===== src/rtl/core/rhh_pkg.sv =====
// shared types, codes and constants of the robin hood hash set engine
`timescale 1ns / 1ps

package rhh_pkg;

	typedef struct packed {
		logic [2:0]  func;
		logic [31:0] key;
		logic [31:0] key_hash;
		logic [31:0] payload;
		logic [9:0]  slot_index;
	} item_t;

	typedef struct packed {
		logic [2:0]  status;
		logic [31:0] found_key;
		logic [31:0] found_value;
		logic        replaced;
		logic [9:0]  slot_out;
		logic [10:0] entry_total;
	} result_t;

	localparam logic [2:0] FN_LOOKUP = 3'd0;
	localparam logic [2:0] FN_SET    = 3'd1;
	localparam logic [2:0] FN_INSERT = 3'd2;
	localparam logic [2:0] FN_REMOVE = 3'd3;
	localparam logic [2:0] FN_READ   = 3'd4;
	localparam logic [2:0] FN_CLEAR  = 3'd5;

	localparam logic [2:0] ST_OK      = 3'd0;
	localparam logic [2:0] ST_MISS    = 3'd1;
	localparam logic [2:0] ST_FULL    = 3'd2;
	localparam logic [2:0] ST_EMPTY   = 3'd3;
	localparam logic [2:0] ST_PRESENT = 3'd4;

	localparam logic [3:0] OP_NOP     = 4'd0;
	localparam logic [3:0] OP_LOAD    = 4'd1;
	localparam logic [3:0] OP_HOME    = 4'd2;
	localparam logic [3:0] OP_FHIT    = 4'd3;
	localparam logic [3:0] OP_SETVAL  = 4'd4;
	localparam logic [3:0] OP_PEMPTY  = 4'd5;
	localparam logic [3:0] OP_PSWAP   = 4'd6;
	localparam logic [3:0] OP_NEXT    = 4'd7;
	localparam logic [3:0] OP_RHOLE   = 4'd8;
	localparam logic [3:0] OP_RSHIFT  = 4'd9;
	localparam logic [3:0] OP_REND    = 4'd10;
	localparam logic [3:0] OP_SREAD   = 4'd11;
	localparam logic [3:0] OP_CLRINIT = 4'd12;
	localparam logic [3:0] OP_CLRSTEP = 4'd13;

	localparam logic [9:0] LOAD_LIMIT_RST = 10'd768;

	typedef struct packed {
		logic [3:0] op;
		logic       st_we;
		logic [2:0] st;
	} cmd_t;

	typedef struct packed {
		logic mod_done;
		logic dist_zero;
		logic dist_le1;
		logic hit;
		logic rich;
		logic full;
		logic ptr_last;
	} sts_t;

endpackage


===== src/rtl/core/rhh_ctrl.sv =====
// controller state machine sequencing probes, shifts and clear sweeps
`timescale 1ns / 1ps

module rhh_ctrl import rhh_pkg::*; (
	input  logic       clk,
	input  logic       arst_n,
	input  logic       start,
	input  logic [2:0] func,
	input  sts_t       sts,
	output cmd_t       cmd,
	output logic       busy,
	output logic       done
);
	localparam logic [3:0] S_INIT = 4'd0;
	localparam logic [3:0] S_IDLE = 4'd1;
	localparam logic [3:0] S_MOD  = 4'd2;
	localparam logic [3:0] S_FW   = 4'd3;
	localparam logic [3:0] S_FE   = 4'd4;
	localparam logic [3:0] S_SETV = 4'd5;
	localparam logic [3:0] S_RH   = 4'd6;
	localparam logic [3:0] S_RW   = 4'd7;
	localparam logic [3:0] S_RE   = 4'd8;
	localparam logic [3:0] S_PW   = 4'd9;
	localparam logic [3:0] S_PE   = 4'd10;
	localparam logic [3:0] S_SW   = 4'd11;
	localparam logic [3:0] S_SE   = 4'd12;
	localparam logic [3:0] S_CLR  = 4'd13;
	localparam logic [3:0] S_DONE = 4'd14;

	logic [3:0] state_q, state_d;
	logic [2:0] func_q;

	always_comb begin
		state_d   = state_q;
		cmd.op    = OP_NOP;
		cmd.st_we = 1'b0;
		cmd.st    = ST_OK;
		unique case (state_q)
			S_INIT: begin
				cmd.op = OP_CLRSTEP;
				if (sts.ptr_last) begin
					state_d = S_IDLE;
				end
			end
			S_IDLE: begin
				if (start) begin
					case (func) inside
						FN_CLEAR: begin
							cmd.op  = OP_CLRINIT;
							state_d = S_CLR;
						end
						FN_LOOKUP, FN_SET, FN_INSERT, FN_REMOVE, FN_READ: begin
							cmd.op  = OP_LOAD;
							state_d = S_MOD;
						end
						default: begin
							cmd.op    = OP_LOAD;
							cmd.st_we = 1'b1;
							cmd.st    = ST_MISS;
							state_d   = S_DONE;
						end
					endcase
				end
			end
			S_MOD: begin
				if (sts.mod_done) begin
					cmd.op  = OP_HOME;
					state_d = (func_q == FN_READ) ? S_SW : S_FW;
				end
			end
			S_FW: state_d = S_FE;
			S_FE: begin
				if (sts.dist_zero) begin
					if (func_q == FN_SET || func_q == FN_INSERT) begin
						if (sts.full) begin
							cmd.st_we = 1'b1;
							cmd.st    = ST_FULL;
							state_d   = S_DONE;
						end else begin
							// restart from home to place the new entry
							cmd.op  = OP_HOME;
							state_d = S_PW;
						end
					end else begin
						cmd.st_we = 1'b1;
						cmd.st    = ST_MISS;
						state_d   = S_DONE;
					end
				end else if (sts.hit) begin
					cmd.op = OP_FHIT;
					case (func_q)
						FN_SET:    state_d = S_SETV;
						FN_REMOVE: state_d = S_RH;
						FN_INSERT: begin
							cmd.st_we = 1'b1;
							cmd.st    = ST_PRESENT;
							state_d   = S_DONE;
						end
						default:   state_d = S_DONE;
					endcase
				end else begin
					cmd.op  = OP_NEXT;
					state_d = S_FW;
				end
			end
			S_SETV: begin
				cmd.op  = OP_SETVAL;
				state_d = S_DONE;
			end
			S_RH: begin
				cmd.op  = OP_RHOLE;
				state_d = S_RW;
			end
			S_RW: state_d = S_RE;
			S_RE: begin
				if (sts.dist_le1) begin
					cmd.op  = OP_REND;
					state_d = S_DONE;
				end else begin
					cmd.op  = OP_RSHIFT;
					state_d = S_RW;
				end
			end
			S_PW: state_d = S_PE;
			S_PE: begin
				if (sts.dist_zero) begin
					cmd.op  = OP_PEMPTY;
					state_d = S_DONE;
				end else if (sts.rich) begin
					cmd.op  = OP_PSWAP;
					state_d = S_PW;
				end else begin
					cmd.op  = OP_NEXT;
					state_d = S_PW;
				end
			end
			S_SW: state_d = S_SE;
			S_SE: begin
				cmd.op    = OP_SREAD;
				cmd.st_we = 1'b1;
				cmd.st    = sts.dist_zero ? ST_EMPTY : ST_OK;
				state_d   = S_DONE;
			end
			S_CLR: begin
				cmd.op = OP_CLRSTEP;
				if (sts.ptr_last) begin
					state_d = S_DONE;
				end
			end
			S_DONE: state_d = S_IDLE;
			default: state_d = S_IDLE;
		endcase
	end

	always_ff @(posedge clk or negedge arst_n) begin
		if (!arst_n) begin
			state_q <= S_INIT;
			func_q  <= FN_LOOKUP;
		end else begin
			state_q <= state_d;
			if (state_q == S_IDLE && start) begin
				func_q <= func;
			end
		end
	end

	assign busy = (state_q != S_IDLE);
	assign done = (state_q == S_DONE);

endmodule


===== config.mk =====
export PLATFORM = sky130hd
export DESIGN_NAME = rhh_ctrl
export DESIGN_NICKNAME = d
export VERILOG_FILES = /design/src/rtl/core/rhh_pkg.sv /design/src/rtl/core/rhh_ctrl.sv
export SDC_FILE = /design/constraint.sdc
export NUM_CORES = 1
export LEC_CHECK = 0
export BUFFER_PORTS_ARGS = -buffer_cell sky130_fd_sc_hd__buf_2
export CORE_UTILIZATION = 56
export DETAILED_ROUTE_END_ITERATION = 16
export HOLD_SLACK_MARGIN = 0.12
export PLACE_DENSITY = 0.9
export SKIP_CTS_REPAIR_TIMING = 1
export SYNTH_ARGS = -nofsm -noshare
export SYNTH_HDL_FRONTEND = slang
export SYNTH_SLANG_ARGS = --single-unit

===== constraint.sdc =====
create_clock -name clk -period 4.4 [get_ports clk]
set_input_delay 1.32 -clock clk [delete_from_list [all_inputs] [get_ports clk]]
set_output_delay 1.32 -clock clk [all_outputs]
set_load 0.1 [all_outputs]

# ---- Word level (Yosys, flattened, before mapping)
# Cells that the tools add are included.
dict set report totals {
  regBits 7
  latch_bits 0
  mem_bits_rw 0
  rom_bits 0
  wordCells 72
  n_memories 0
}
dict set report classes {
  n_addsub 0
  multipliers 0
  div_mod_pow 0
  order_cmp 0
  eq_ne 28
  shift 0
  n_mux 34
  n_bitwise 0
  n_reduce_logical 8
}
# cell n
set ops {}
lappend ops {{4-bit two-way mux} 19}
lappend ops {{4-bit case mux with 13 select lines} 1}
lappend ops {{4-bit case mux with 9 select lines} 1}
lappend ops {{4-bit equality test, second input constant} 7}
lappend ops {{4-bit by 3-bit equality test with 1-bit output, second input constant} 4}
lappend ops {{8-bit two-way mux} 2}
lappend ops {{3-bit by 2-bit equality test with 1-bit output, second input constant} 4}
lappend ops {{4-bit case mux with 3 select lines} 1}
lappend ops {{2-bit two-way mux} 5}
lappend ops {{3-bit equality test, second input constant} 3}
lappend ops {{3-bit two-way mux} 3}
lappend ops {{4-bit by 2-bit equality test with 1-bit output, second input constant} 2}
lappend ops {{2-bit != test, second input constant} 4}
lappend ops {{4-bit case mux with 2 select lines} 1}
lappend ops {{3-bit by 1-bit equality test with 1-bit output, second input constant} 2}
lappend ops {{5-bit OR reduction} 1}
lappend ops {{4-bit by 1-bit equality test with 1-bit output, second input constant} 1}
lappend ops {{4-bit logical NOT} 1}
lappend ops {{4-bit by 1-bit != test with 1-bit output, second input constant} 1}
lappend ops {{4-bit AND reduction} 1}
lappend ops {{2-bit OR reduction} 2}
lappend ops {{3-bit logical NOT} 1}
lappend ops {{1-bit logical AND} 1}
lappend ops {{1-bit logical OR} 1}
lappend ops {{1-bit two-way mux} 1}

# ---- Logic depth before layout (Yosys ltp)
# Gate-level depths: netlist of the first run.
dict set report logic_depth {
  word_depth 6
  ltp_mapped 6
  mapped_depth_nobuf 4
}

# ---- Worst setup path after synthesis of the first run
# No wires, ideal clock.
dict set report synth_timing {
  path_type {in2out}
  from {input sts[5] in the netlist's numbering}
  to {output cmd[0] in the netlist's numbering}
  arrival_ns 4.651
  slack_ns -1.571
  path_stages 3
  path_buffers 1
  cell_sequence {buf_2 -> nand2_1 -> o41ai_1}
}
# element line
set synth_rtl {}
lappend synth_rtl {{from (decl)} rhh_ctrl.sv:9} ;# input sts_t sts,
lappend synth_rtl {{to (decl)} rhh_ctrl.sv:10} ;# output cmd_t cmd,

==> metrics.cfg, run 1 <==
[logic_synthesis]
synth_async_sr_flop_share_pct = 100.0
synth_flop_cell = dfrtp_1
synth_edf_count = 0
ys_warn_count = 0
synth-seq-cells = 7
synth_top_area_share_pct = 18.92
synth_top_cell_by_area = dfrtp_1
synth_nets = 135
yosysSeqAreaShare_pct = 18.92
netlist_area_um2 = 925.9
ys_types = 49
synthTopCellsByCount = 12 x nand2_1, 12 x nor2_1, 9 x a21oi_1
syn_avg_cell_area_um2 = 7.589
synth.area.top_cells = dfrtp_1 19%, nor4b_4 5.1%, a21oi_1 4.9%
syn-instance-count = 122

[min_path]
hold_path.class = reg -> reg
hold_path_depth = 1
hold_end = func_q[1]
hold_path_startpoint = func_q[1]

[timing]
final_max_slew_viol_count = 0
skew_ns = 0.006545
max_freq_ghz = 0.2437
rsz0062_at_grt = no
finalSetupViolations = 0
hold_slack_ns = 0.6392
hold_violations = 0
relSlewSlack_pct = 53.00
min_period_over_period_pct = 93.26
worstMarginPinSlew_ns = 0.7051
finalCriticalPeriod_ns = 4.103
setup_tns_ns = 0

[critical_path]
required_ns = 3.08
startpoint_type = input port
reg2reg_setup_slack_ns = 2.49
worstSetupPathType = in -> out
crit_path_max_fanout = 5
reg2reg_depth = 5
end_kind = output port
rr_startpoint = state_q[1]
crit_arrival_ns = 2.78
r2r_end = state_q[3]

[layout]
area_growth_pct = 17.03
fillers = 121
design_area_um2 = 1084
nets = 154
layout-drive-gt1-share_pct = 31.43
antenna_cells = 0

[place]
numPortBuffers = 22
hpwl_um = 1923
gp_congestion = 0.9249
placed_area_um2 = 1057

[grt]
grt_pass1_wl_um = 4202
grt_pass1_vias = 955
grt_max_degree = 21
grtUsageTotal_pct = 29.53
overflow = 0
antenna_found_initial = 0

[clock_network]
cts_sinks = 7
cts_tree = built
clk_pin_slew_ns = 0.05
clock_latency_ns = 0.25
clock_path_buffers = 2
htree_levels = 1
cts_buffers = 3
clock-root-buffer = clkbuf_4

[die]
initial_core_util_pct = 60.76
core_um2 = 1524
die_area_um2 = 1820
ios = 23
rows = 14
fp.dieH_um = 42.66
die_w_um = 42.66

[routing]
drcViolationCount = 0
first_pass_iters = 4
wl_um = 2591
wire_per_inst_um = 16.61
viasPerCell = 6.686
via_count = 1043
drtIter0Drc = 49
final_antenna_net_count = 0

[run_status]
status = finished, final reports clean

[flow_run]
drv_cap = 0

==> metrics by stage <==
stage	cells	util, %	setup WS (ns)
final	156	71.10	0.2965
after global routing	156	71.10	0.1739
after CTS	156	71.10	0.3153
after detailed placement	152	69.38	0.3106
after global placement	152	69.38	0.3687
after floorplan	122	-	0.1830
==> layout make-up <==
class	count	area, um^2	share of cell area, %
clock buffer	4	26.28	2.425
tap	16	20.02	1.848
timing repair buffer	24	125.1	11.55
multi-input combinational	100	718.2	66.28
sequential	7	175.2	16.17
inverter	5	18.77	1.732
==> cell families after synthesis <==
| family | after synthesis | share of synthesized area (%) |
|---|---|---|
| XOR/XNOR | 1 | 0.9461 |
| AND/OR/NAND/NOR | 50 | 32.70 |
| flip-flops | 7 | 18.92 |
| multiplexers | 3 | 3.648 |
| buffers and inverters | 15 | 8.783 |
| AO/OA/AOI/OAI | 46 | 35.00 |
==> cell usage in the layout, fill, tap and decap left out, drive strengths merged, types with 4 or more instances in the layout <==
cell type / netlist / final
a21oi: 10 / 10
buf: 9 / 24
nand2: 13 / 13
nor2: 12 / 12
dfrtp: 7 / 7
o21ai: 10 / 10
inv: 5 / 5
nand2b: 4 / 4
clkbuf: 1 / 4
a31oi: 4 / 4
==> layer usage <==
layer	wire (um)	GRT usage, %	vias up
li1	-	-	492
met1	1129	39.36	494
met2	1259	47.58	52
met3	155	5.532	5
met4	46	10.00	0
met5	0	0	-
==> worst max path at each step <==
stage | endpoint | startpoint | cells after the start
floorplan | cmd[3] | sts[5] | 5
global placement | cmd[7] | func[1] | 6
detailed placement | cmd[7] | func[1] | 6
CTS | cmd[7] | func[1] | 6
global route | cmd[7] | func[1] | 6
finish | cmd[7] | func[1] | 6
==> worst max-delay path, stage by stage <==
cell and delay (ns):
buf_2 0.12, nand3b_1 0.29, nor4b_1 0.35, a21oi_1 0.09, o22ai_2 0.17, buf_2 0.45
==> registers in the layout (all words and copies together) (netlist names) <==
name	flops
func_q	3
state_q	4
Power of run 1 is not shown: default switching activity piles up to over one toggle a cycle in this logic, so the estimate is an artifact.
==> run 2, diff against run 1 <==
SETUP_SLACK_MARGIN = 0.4   (was unset)
==> metrics.cfg, run 2 (synthesis results as in run 1) <==
[routing]
first_pass_iters = 4
viasPerCell = 6.769
via_count = 1056
drtIter0Drc = 36
wl_um = 2578
wire_per_inst_um = 16.53
drcViolationCount = 0
final_antenna_net_count = 0

[critical_path]
critPathMaxStageDelay_ns = 0.34
crit_family = buffers and inverters
crit_path_max_fanout = 10
path_buf_inv = 3
startpoint_type = input port
critPathSlowestCell = clkbuf_4
worstSetupPathType = in -> out
required_ns = 3.08
end_kind = output port
cp_cell_sequence = buf_2 -> inv_1 -> a211oi_1 -> o22ai_1 -> o21ai_4 -> clkbuf_4
crit_arrival_ns = 2.56

[die]
fp.dieH_um = 42.66
initial_core_util_pct = 60.76
core_um2 = 1524
die_w_um = 42.66
ios = 23
rows = 14
die_area_um2 = 1820

[timing]
max_freq_ghz = 0.2576
relSlewSlack_pct = 50.73
rsz0062_at_grt = no
setup_tns_ns = 0
skew_ns = 0.002768
finalCriticalPeriod_ns = 3.882
final_max_slew_viol_count = 0
min_period_over_period_pct = 88.22
hold_violations = 0
finalSetupViolations = 0
worstMarginPinSlew_ns = 0.7390

[layout]
most-common-layout-cells = 20 x buf_2, 12 x nand2_1, 11 x nor2_1
antenna_cells = 0
mostFrequentLayoutCell = buf_2
area_growth_pct = 22.30
largest_reg_flops = 4
fillers = 132
nets = 154
layout-drive-gt1-share_pct = 32.86
largest-register = state_q
largestRegisters = state_q: 4 flops, func_q: 3 flops
utilization_pct = 74.30

[clock_network]
cts_sinks = 7
clock_path_buffers = 2
cts_buffers = 3
htree_levels = 1
clk_pin_slew_ns = 0.05
clock-root-buffer = clkbuf_4
cts_tree = built
clock_latency_ns = 0.24

[grt]
grt_pass1_vias = 903
grt_max_degree = 25
antenna_found_initial = 0
grtUsageTotal_pct = 30.16
grt_pass1_wl_um = 4215
overflow = 0

[flow_run]
drv_cap = 0

[place]
gp_congestion = 0.9536
numPortBuffers = 22
hpwl_um = 1891

[run_status]
status = finished, final reports clean

[min_path]
hold_path.class = reg -> reg

==> run 2: metrics by stage <==
stage | instances | hold slack [ns] | instance area (um^2) | setup WS, ns
CTS | 156 | 0.6213 | 1124 | 0.4476
global placement | 152 | 0.6122 | 1097 | 0.5159
detailed placement | 152 | 0.6132 | 1097 | 0.4624
floorplan | 122 | 0.5619 | 1015 | 0.4005
global route | 156 | 0.6556 | 1132 | 0.4549
finish | 156 | 0.6224 | 1132 | 0.5182
==> run 2: per-layer routing <==
layer	up-vias	GRT usage, %	part of all wire [%]
li1	494	-	-
met1	473	40.11	40
met2	77	45.76	47
met3	12	8.085	9.8
met4	0	12.50	2.9
met5	-	0	0
==> run 2: final cells by class <==
type | instances | area, um^2 | share of cell area [%]
Tap cell | 16 | 20.02 | 1.768
Inverter | 5 | 18.77 | 1.657
Clock buffer | 4 | 26.28 | 2.320
Timing Repair Buffer | 24 | 142.6 | 12.60
Sequential cell | 7 | 175.2 | 15.47
Multi-Input combinational cell | 100 | 749.5 | 66.19
==> run 2: worst paths after layout <==
| check | startpoint | to | slack, ns | cells after the start |
|---|---|---|---|---|
| setup reg to reg | state_q[1] | state_q[3] | 2.40 | 5 |
| setup / recovery | sts[5] | cmd[4] | 0.52 | 6 |
| hold / removal | func_q[1] | func_q[1] | 0.62 | 1 |
| hold reg to reg | func_q[1] | func_q[1] | 0.62 | 1 |
| max in group asynchronous | arst_n | func_q[0] | 3.35 | 1 |
| min in group asynchronous | arst_n | state_q[3] | 0.90 | 1 |
Power of run 2 is left out for the same reason.
